## src/design/pidw_pkg.sv

```systemverilog
// Package for the process id watch table.
// Holds the command codes, the transaction payload structs and the table control structs.
// No dependencies.
package pidw_pkg;

  localparam int unsigned CMD_W = 3;
  localparam int unsigned PID_W = 32;

  localparam logic [CMD_W-1:0] CMD_ADD       = 3'd0;
  localparam logic [CMD_W-1:0] CMD_ADD_CHILD = 3'd1;
  localparam logic [CMD_W-1:0] CMD_REMOVE    = 3'd2;
  localparam logic [CMD_W-1:0] CMD_CLASSIFY  = 3'd3;
  localparam logic [CMD_W-1:0] CMD_CLEAR     = 3'd4;

  typedef struct packed {
    logic [CMD_W-1:0] cmd;
    logic [PID_W-1:0] pid;
    logic [PID_W-1:0] parent_pid;
    logic             pid_known;
    logic             rights_write;
    logic             clear_right_flag;
  } in_t;

  typedef struct packed {
    logic decided;
    logic block;
    logic rights_write_out;
    logic found;
    logic inserted;
    logic dropped;
  } out_t;

  // table update requests from the command decoder
  typedef struct packed {
    logic ins;
    logic rm;
    logic clr;
  } tbl_ctrl_t;

  // lookup results from the table
  typedef struct packed {
    logic id_zero;
    logic id_hit;
    logic parent_hit;
    logic full;
  } tbl_stat_t;

endpackage

```

## src/design/pidw_table.sv

```systemverilog
// Slot storage of the watch table: parallel compares, lowest free slot, updates.
// Depends on pidw_pkg.
module pidw_table #(
  parameter int unsigned TABLE_DEPTH = 16,
  parameter int unsigned ID_WIDTH    = 32
) (
  input  logic                  clk,
  input  logic                  rst_n,
  input  logic [ID_WIDTH-1:0]   id,
  input  logic [ID_WIDTH-1:0]   parent_id,
  input  pidw_pkg::tbl_ctrl_t   ctrl,
  output pidw_pkg::tbl_stat_t   stat
);

  logic [ID_WIDTH-1:0]    slots_r   [TABLE_DEPTH];
  logic [ID_WIDTH-1:0]    slots_nxt [TABLE_DEPTH];
  logic [TABLE_DEPTH-1:0] id_match;
  logic [TABLE_DEPTH-1:0] parent_match;
  logic [TABLE_DEPTH-1:0] free_vec;
  logic [TABLE_DEPTH-1:0] first_free;

  always_comb begin
    for (int i = 0; i < TABLE_DEPTH; i++) begin
      id_match[i]     = (slots_r[i] == id);
      parent_match[i] = (slots_r[i] == parent_id);
      free_vec[i]     = (slots_r[i] == '0);
    end
  end

  // isolate lowest set bit
  assign first_free = free_vec & (~free_vec + TABLE_DEPTH'(1));

  assign stat.id_zero    = (id == '0);
  assign stat.id_hit     = (id != '0) && (|id_match);
  assign stat.parent_hit = (parent_id != '0) && (|parent_match);
  assign stat.full       = ~(|free_vec);

  always_comb begin
    for (int i = 0; i < TABLE_DEPTH; i++) begin
      slots_nxt[i] = slots_r[i];
      if (ctrl.clr) begin
        slots_nxt[i] = '0;
      end else if (ctrl.rm && id_match[i]) begin
        slots_nxt[i] = '0;
      end else if (ctrl.ins && first_free[i]) begin
        slots_nxt[i] = id;
      end
    end
  end

  always_ff @(posedge clk) begin
    for (int i = 0; i < TABLE_DEPTH; i++) begin
      if (!rst_n) begin
        slots_r[i] <= '0;
      end else begin
        slots_r[i] <= slots_nxt[i];
      end
    end
  end

endmodule

```

## src/design/pidw_cmd.sv

```systemverilog
// Command decoder of the watch table: turns a registered transaction and the table
// lookups into table updates and the result. Depends on pidw_pkg.
module pidw_cmd (
  input  logic                valid,
  input  pidw_pkg::in_t       item,
  input  pidw_pkg::tbl_stat_t stat,
  output pidw_pkg::tbl_ctrl_t ctrl,
  output pidw_pkg::out_t      res
);

  logic add_ok;

  always_comb begin
    ctrl                 = '0;
    res                  = '0;
    res.rights_write_out = item.rights_write;
    add_ok               = 1'b0;
    case (item.cmd)
      pidw_pkg::CMD_ADD, pidw_pkg::CMD_ADD_CHILD: begin
        if (item.cmd == pidw_pkg::CMD_ADD_CHILD) begin
          res.found = stat.parent_hit;
        end
        add_ok       = ((item.cmd == pidw_pkg::CMD_ADD) || stat.parent_hit) && !stat.id_zero;
        ctrl.ins     = valid && add_ok;
        res.inserted = add_ok && !stat.full;
        res.dropped  = add_ok && stat.full;
      end
      pidw_pkg::CMD_REMOVE: begin
        ctrl.rm   = valid && !stat.id_zero;
        res.found = stat.id_hit;
      end
      pidw_pkg::CMD_CLASSIFY: begin
        res.found = item.pid_known && stat.id_hit;
        if (item.rights_write) begin
          res.decided = 1'b1;
          res.block   = res.found;
          if (res.found || item.clear_right_flag) begin
            res.rights_write_out = 1'b0;
          end
        end
      end
      pidw_pkg::CMD_CLEAR: begin
        ctrl.clr = valid;
      end
      default: begin
      end
    endcase
  end

endmodule

```

## src/design/process_id_watch_table.sv

```systemverilog
// Process id watch table, top level.
// Depends on pidw_pkg, pidw_table and pidw_cmd.
//
// Input channel: a transaction is taken at a rising edge with start high and busy
// low. busy stays low, so one command can be issued every cycle.
// The command is registered, then looked up against all slots in parallel
// (equality compares plus a priority pick of the lowest free slot) and the
// table and the result register update on the next edge.
// Result channel: out_valid is high for exactly one cycle with out_data, once the
// command has passed valid_r and out_valid_r; one result per command, in order.
// Back-to-back commands see each other's table updates, since the table is
// written on the same edge that loads the next command into the stage.
// Throughput: one command per cycle, set by the single compare pass over the slots.
// The receiver cannot stall; results are not held.
// Reset (synchronous, rst_n low) empties every slot and drops any command in flight.
module process_id_watch_table #(
  parameter int unsigned TABLE_DEPTH = 16,
  parameter int unsigned ID_WIDTH    = 32
) (
  input  logic           clk,
  input  logic           rst_n,
  input  logic           start,
  output logic           busy,
  input  pidw_pkg::in_t  in_data,
  output logic           out_valid,
  output pidw_pkg::out_t out_data
);

  localparam int unsigned UW = (ID_WIDTH < pidw_pkg::PID_W) ? ID_WIDTH : pidw_pkg::PID_W;

  logic                valid_r;
  pidw_pkg::in_t       item_r;
  logic                out_valid_r;
  pidw_pkg::out_t      out_data_r;
  logic [ID_WIDTH-1:0] id;
  logic [ID_WIDTH-1:0] parent_id;
  pidw_pkg::tbl_ctrl_t ctrl;
  pidw_pkg::tbl_stat_t stat;
  pidw_pkg::out_t      res;
  logic                accept;

  assign busy   = 1'b0;
  assign accept = start && !busy;

  // only the low ID_WIDTH bits of an id take part
  always_comb begin
    id                = '0;
    parent_id         = '0;
    id[UW-1:0]        = item_r.pid[UW-1:0];
    parent_id[UW-1:0] = item_r.parent_pid[UW-1:0];
  end

  always_ff @(posedge clk) begin
    if (!rst_n) begin
      valid_r     <= 1'b0;
      out_valid_r <= 1'b0;
    end else begin
      valid_r     <= accept;
      out_valid_r <= valid_r;
    end
  end

  always_ff @(posedge clk) begin
    if (accept) begin
      item_r <= in_data;
    end
    if (valid_r) begin
      out_data_r <= res;
    end
  end

  pidw_cmd u_cmd (
    .valid (valid_r),
    .item  (item_r),
    .stat  (stat),
    .ctrl  (ctrl),
    .res   (res)
  );

  pidw_table #(
    .TABLE_DEPTH (TABLE_DEPTH),
    .ID_WIDTH    (ID_WIDTH)
  ) u_table (
    .clk       (clk),
    .rst_n     (rst_n),
    .id        (id),
    .parent_id (parent_id),
    .ctrl      (ctrl),
    .stat      (stat)
  );

  assign out_valid = out_valid_r;
  assign out_data  = out_data_r;

endmodule

```

## config.mk

```make
export PLATFORM = sky130hd
export DESIGN_NAME = process_id_watch_table
export DESIGN_NICKNAME = d
export VERILOG_FILES = /design/src/design/pidw_pkg.sv /design/src/design/pidw_table.sv /design/src/design/pidw_cmd.sv /design/src/design/process_id_watch_table.sv
export SDC_FILE = /design/constraint.sdc
export NUM_CORES = 2
export LEC_CHECK = 0
export CAP_MARGIN = 20
export CORE_MARGIN = 3
export CORE_UTILIZATION = 59
export CTS_CLUSTER_SIZE = 8
export DETAILED_ROUTE_END_ITERATION = 8
export DONT_BUFFER_PORTS = 1
export PLACE_DENSITY = 0.8
export SLEW_MARGIN = 20
export SYNTH_ARGS = -nofsm -noshare
export SYNTH_HDL_FRONTEND = slang
export SYNTH_SLANG_ARGS = --single-unit
```

## constraint.sdc

```tcl
create_clock -name clk -period 4.6 [get_ports clk]
set_clock_uncertainty 0.05 [all_clocks]
set_input_delay 0.69 -clock clk [delete_from_list [all_inputs] [get_ports clk]]
set_output_delay 0.69 -clock clk [all_outputs]
set_load 0.05 [all_outputs]
```

== Word-level counts from Yosys, hierarchy flattened ==
Memories as Yosys holds them, arrays and structs flattened.
Index checks and enable logic that the tools add are counted.

* Memory bits (writable): 512
* Output and inout port bits: 8
* Logic and storage cells: 213
* Register bits after elaboration: 78
* Bits in read-only memories: 0
* Bits of input ports: 73
* Bits in latches: 0
* Memories: 1

{| class="wikitable"
|+ Memories
! name !! words !! bits a word !! read ports !! clocked after memory_dff !! write ports !! line !! source
|-
| u_table.slots_r || 16 || 32 || 16 || 0 || 16 || pidw_table.sv:15 || <nowiki>logic [ID_WIDTH-1:0] slots_r [TABLE_DEPTH];</nowiki>
|}

* Shifts and indexed selects: 0
* Reduce and logical (&&, ||, !) cells: 68
* Magnitude comparators: 0
* Multipliers: 0
* Add/sub/neg operators: 1
* Eq/ne operators: 36
* Muxes and demuxes: 74
* Bitwise logic cells: 19
* Div/mod/pow operators: 0

{| class="wikitable"
|+ Operators by type and width
! operator !! number
|-
| $mux W32 || 64
|-
| $eq A32 B32 Y1 || 32
|-
| $logic_not A32 Y1 || 17
|-
| $reduce_bool A32 Y1 || 2
|-
| $reduce_or A16 Y1 || 3
|-
| $logic_and A1 B1 Y1 || 40
|-
| $add A16 B1 Y16 const B || 1
|-
| $and A16 B16 Y16 || 1
|-
| $not A16 Y16 || 1
|-
| $or A1 B1 Y1 || 16
|-
| $mux W1 || 8
|-
| $eq A3 B2 Y1 const B || 2
|-
| $eq A3 B1 Y1 const B || 1
|-
| $eq A3 B3 Y1 const B || 1
|-
| $logic_not A3 Y1 || 1
|-
| $mux W3 || 1
|-
| $pmux W1 S3 || 1
|-
| $logic_or A1 B1 Y1 || 2
|-
| $reduce_and A2 Y1 || 1
|-
| $reduce_or A2 Y1 || 1
|-
| $logic_not A1 Y1 || 1
|-
| $not A1 Y1 || 1
|}

== Longest topological paths before layout ==
An unclocked memory read counts as a cell.

* Depth in word-level cells: 13
* Gate-level depth with buffers: 13

== Modules after synthesis ==
Synthesis repeated with hierarchy kept, for this count alone.

* Cells, all modules: 3698
* Area, all modules: 32074.5 µm²

{| class="wikitable"
|+ By module, submodules not included
! module !! cells an instance !! times used !! area each (µm²)
|-
| pidw_table || 3599 || 1 || 29603.4
|-
| process_id_watch_table || 82 || 1 || 2346.0
|-
| pidw_cmd || 17 || 1 || 125.1
|}

== Worst setup path before layout ==
OpenSTA, ideal clock, no wires.

* Path type: reg2reg
* Start point: reg item_r, in the netlist parent_id[21]
* End point: mem u_table.slots_r[10][0], in the netlist u_table.slots_r[1][64]
* Cell stages (with the launch flop): 13
* Period minus slack after synthesis: 2657 ps
* Arrival: 2489 ps
* Slack: 1943 ps
* Cell sequence: edfxtp_1 buf_6 buf_8 xnor2_1 nand4_1 nor4_1 a2111oi_1 nand4_2 a31o_1 buf_6 buf_6 buf_6 a32o_1

{| class="wikitable"
|+ RTL lines
! element !! line !! source
|-
| from (decl) || process_id_watch_table.sv:32 || <nowiki>pidw_pkg::in_t item_r;</nowiki>
|-
| from (signal assigned) || process_id_watch_table.sv:65 || <nowiki>item_r <= in_data;</nowiki>
|-
| to (decl) || pidw_table.sv:15 ||
|}

==> flow_summary.yaml <==
die:
  rows: 86
  die_w_um: 243.5
  core_area_um2: 55420
  start_util: 0.6006
  io_pins: 81
  fp.dieH_um: 243.5
  fp.dieArea_um2: 59300
detailed_routing:
  ant_nets: 0
  vias: 30758
  drtIter0Drc: 4998
  drc: 0
  dr.pass1.iters: 6
  wl_per_cell_um: 33.04
  wirelength_um: 137600
  via_per_inst: 7.383
sta:
  rsz0062_at_grt: "no"
  period_needed_ns: 4.253
  max_freq_mhz: 235.1
  worst_pin_slew_ns: 1.065
  hold_ws_ns: 0.09577
  period_share: 0.9246
  finalMaxSlewViolations: 0
  finalSetupTns_ns: 0
  timing.final.hold_violations: 0
  maxSlewHeadroom: 0.2802
  timing.final.ws_setup_ns: 0.3467
  setup_violations: 0
final_layout:
  area_growth_pct: 8.221
  seqCellArea_um2: 12570
  layout_common_cells: "xor2_1 (832), dfxtp_1 (514), nor4_1 (367)"
  final_cell_area_um2: 36020
  num-fill-cells: 4547
  final_common_cell: "xor2_1"
  multiInputGateArea_um2: 18910
  drive_above_1_share: 0.07787
  stdcell_count: 4166
  layout.nets: 3461
  post-route-util: 0.6500
synth:
  synth.avg_cell_area_um2: 9.526
  synth_warnings: 0
  ys_seq_area_frac: 0.3777
  synthAdderAreaFrac: 0
  synth_seq_cells: 590
  ys_types: 47
  yosys_most_used_dff: "dfxtp_1"
  synth_area_um2: 33280
  synth-compound-area-share: 0.1445
  synth_xor_area_frac: 0.2695
  synth_top_family_by_area: "XOR/XNOR gates"
  synth_simple_gate_area_frac: 0.1504
  synthArstFlopShare: 0
  synth_mux_area_frac: 0
  synth_fp_nets: 3567
  synthCells: 3494
  synth-edff-count: 76
cts:
  cts_tree: "done"
  cts_sinks: 590
  clk_pin_slew_ns: 0.05
  cts_setup_buffers: 0
  tritoncts.num_buffers: 83
  post_cts_resize_count: 0
  cts_hold_buf: 0
  cts.path.max_buffers: 3
  clk_latency_ns: 0.64
  cts_root_buf: "clkbuf_16"
  cts.htree.levels: 3
grt:
  antenna_found_initial: 4
  grt_first_pass_wirelength_um: 197300
  gr-usage-all-layers: 0.4491
  gr-total-overflow: 0
  grt_max_degree: 97
  grt_pass1_vias: 28729
pwr:
  power_mw: 12.86
  p_sw_mw: 3.691
  pwr-share-clk: 0.437
  cell_internal_pwr_mw: 9.169
  p_leak_nw: 14.28
  power.share.combinational: 0.144
  seq_power_share: 0.420
  cellPowerDensity_nw_per_um2: 357.0
  switching_share: 0.2870
  ir_drop_v: 0.0003273
worst_setup_path:
  worst_ep_required_time_ns: 5.11
  arrival_ns: 4.76
  endpoint_kind: "flop"
  path_class: "reg2reg"
  worstSetupStartpointType: "flop"
  regToRegSetupSlack_ns: 0.35
  critPathMaxFanout: 96
run:
  maxCapViolations: 0
place:
  pre_cts_slack_ns: 0.6496
  placed_cells: 4050
  placedInstanceArea_um2: 33710
  dp.final_hpwl_um: 85970
  port_buffers: 0
  gp_congestion: 1.061
outcome:
  status: "completed"
min_path:
  holdCritPathClass: "in2reg"
## synth_stat cells, types with 3 or more instances
cell type	n	area [um2]
xor2_1	832	7287
dfxtp_1	514	10290
nor4_1	367	2296
nand2_1	299	1122
o21ai_0	193	965.9
a32o_1	192	1922
xnor2_1	192	1682
nand4_1	169	1057
clkbuf_1	151	566.8
buf_2	98	490.5
a22o_1	96	840.8
edfxtp_1	76	2282
o221ai_1	64	560.5
nor2_1	51	191.4
buf_6	47	529.3
a32oi_1	32	280.3
a21oi_1	19	95.09
buf_4	19	142.6
buf_8	11	165.2
and3_1	10	62.56
nor3_1	7	35.03
and2_1	6	37.54
inv_1	5	18.77
nand3_1	5	25.02
a31oi_1	4	25.02
and4_1	4	35.03
or4_1	4	30.03
or3_1	3	18.77
## flip-flops by register name (all words and copies together) (netlist names)
signal and cells:
id 32, out_data 6, out_valid 1, item_r 6, valid_r 1, parent_id 32
u_table.slots_r 512
## per-layer routing
layer  part of all wire  up-vias  GRT usage
li1                   -    12590          -
met1               0.35    14632     0.5614
met2               0.40     2662     0.6248
met3               0.15      870     0.1616
met4               0.10        4     0.3526
met5            0.00017        -   0.004085
## worst max-delay path, stage by stage (launching register included)
cell and delay (ns):
edfxtp_1 0.75, buf_4 0.38, xor2_1 0.11, nor4_1 0.30, nand4_1 0.21, nor2_1 0.67, a2111oi_2 0.18, and4_2 0.46
o31ai_4 0.33, buf_12 0.35, a32o_1 0.25
## final timing paths
kind,startpoint,end,cells past startpoint
setup / recovery,parent_id[12],u_table.slots_r[0][177],10
setup reg to reg,parent_id[12],u_table.slots_r[0][177],10
hold reg to reg,u_table.slots_r[0][232],u_table.slots_r[0][232],2
hold / removal,in_data[15],parent_id[12],0
## cells by family (layout without fill, tap and decap cells)
group / count (synthesis) / in the layout
buf+inv: 334 / 256
xor+xnor: 1024 / 1024
simple gates: 935 / 935
compound gates: 610 / 610
other cells: 1 / 3
flops: 590 / 590
## final cells by class
type	instances	area share
Clock inverter	1	0.0002431
Tap cell	748	0.02598
Clock buffer	112	0.06304
Antenna cell	2	0.0001389
Sequential cell	590	0.3490
Multi-Input combinational cell	2570	0.5251
Inverter	6	0.0006252
Timing Repair Buffer	137	0.03585
## power groups by stage
| stage | registers, mW | logic, mW | clock network [mW] |
|---|---|---|---|
| CTS | 5.39 | 1.73 | 5.59 |
| finish | 5.40 | 1.85 | 5.61 |
| detailed placement | 5.49 | 1.72 | 0 |
| floorplan | 5.44 | 1.17 | 0 |
| global route | 5.40 | 1.86 | 5.82 |
| global placement | 5.49 | 1.71 | 0 |
Note: power is estimated with default switching activity, not from simulation.
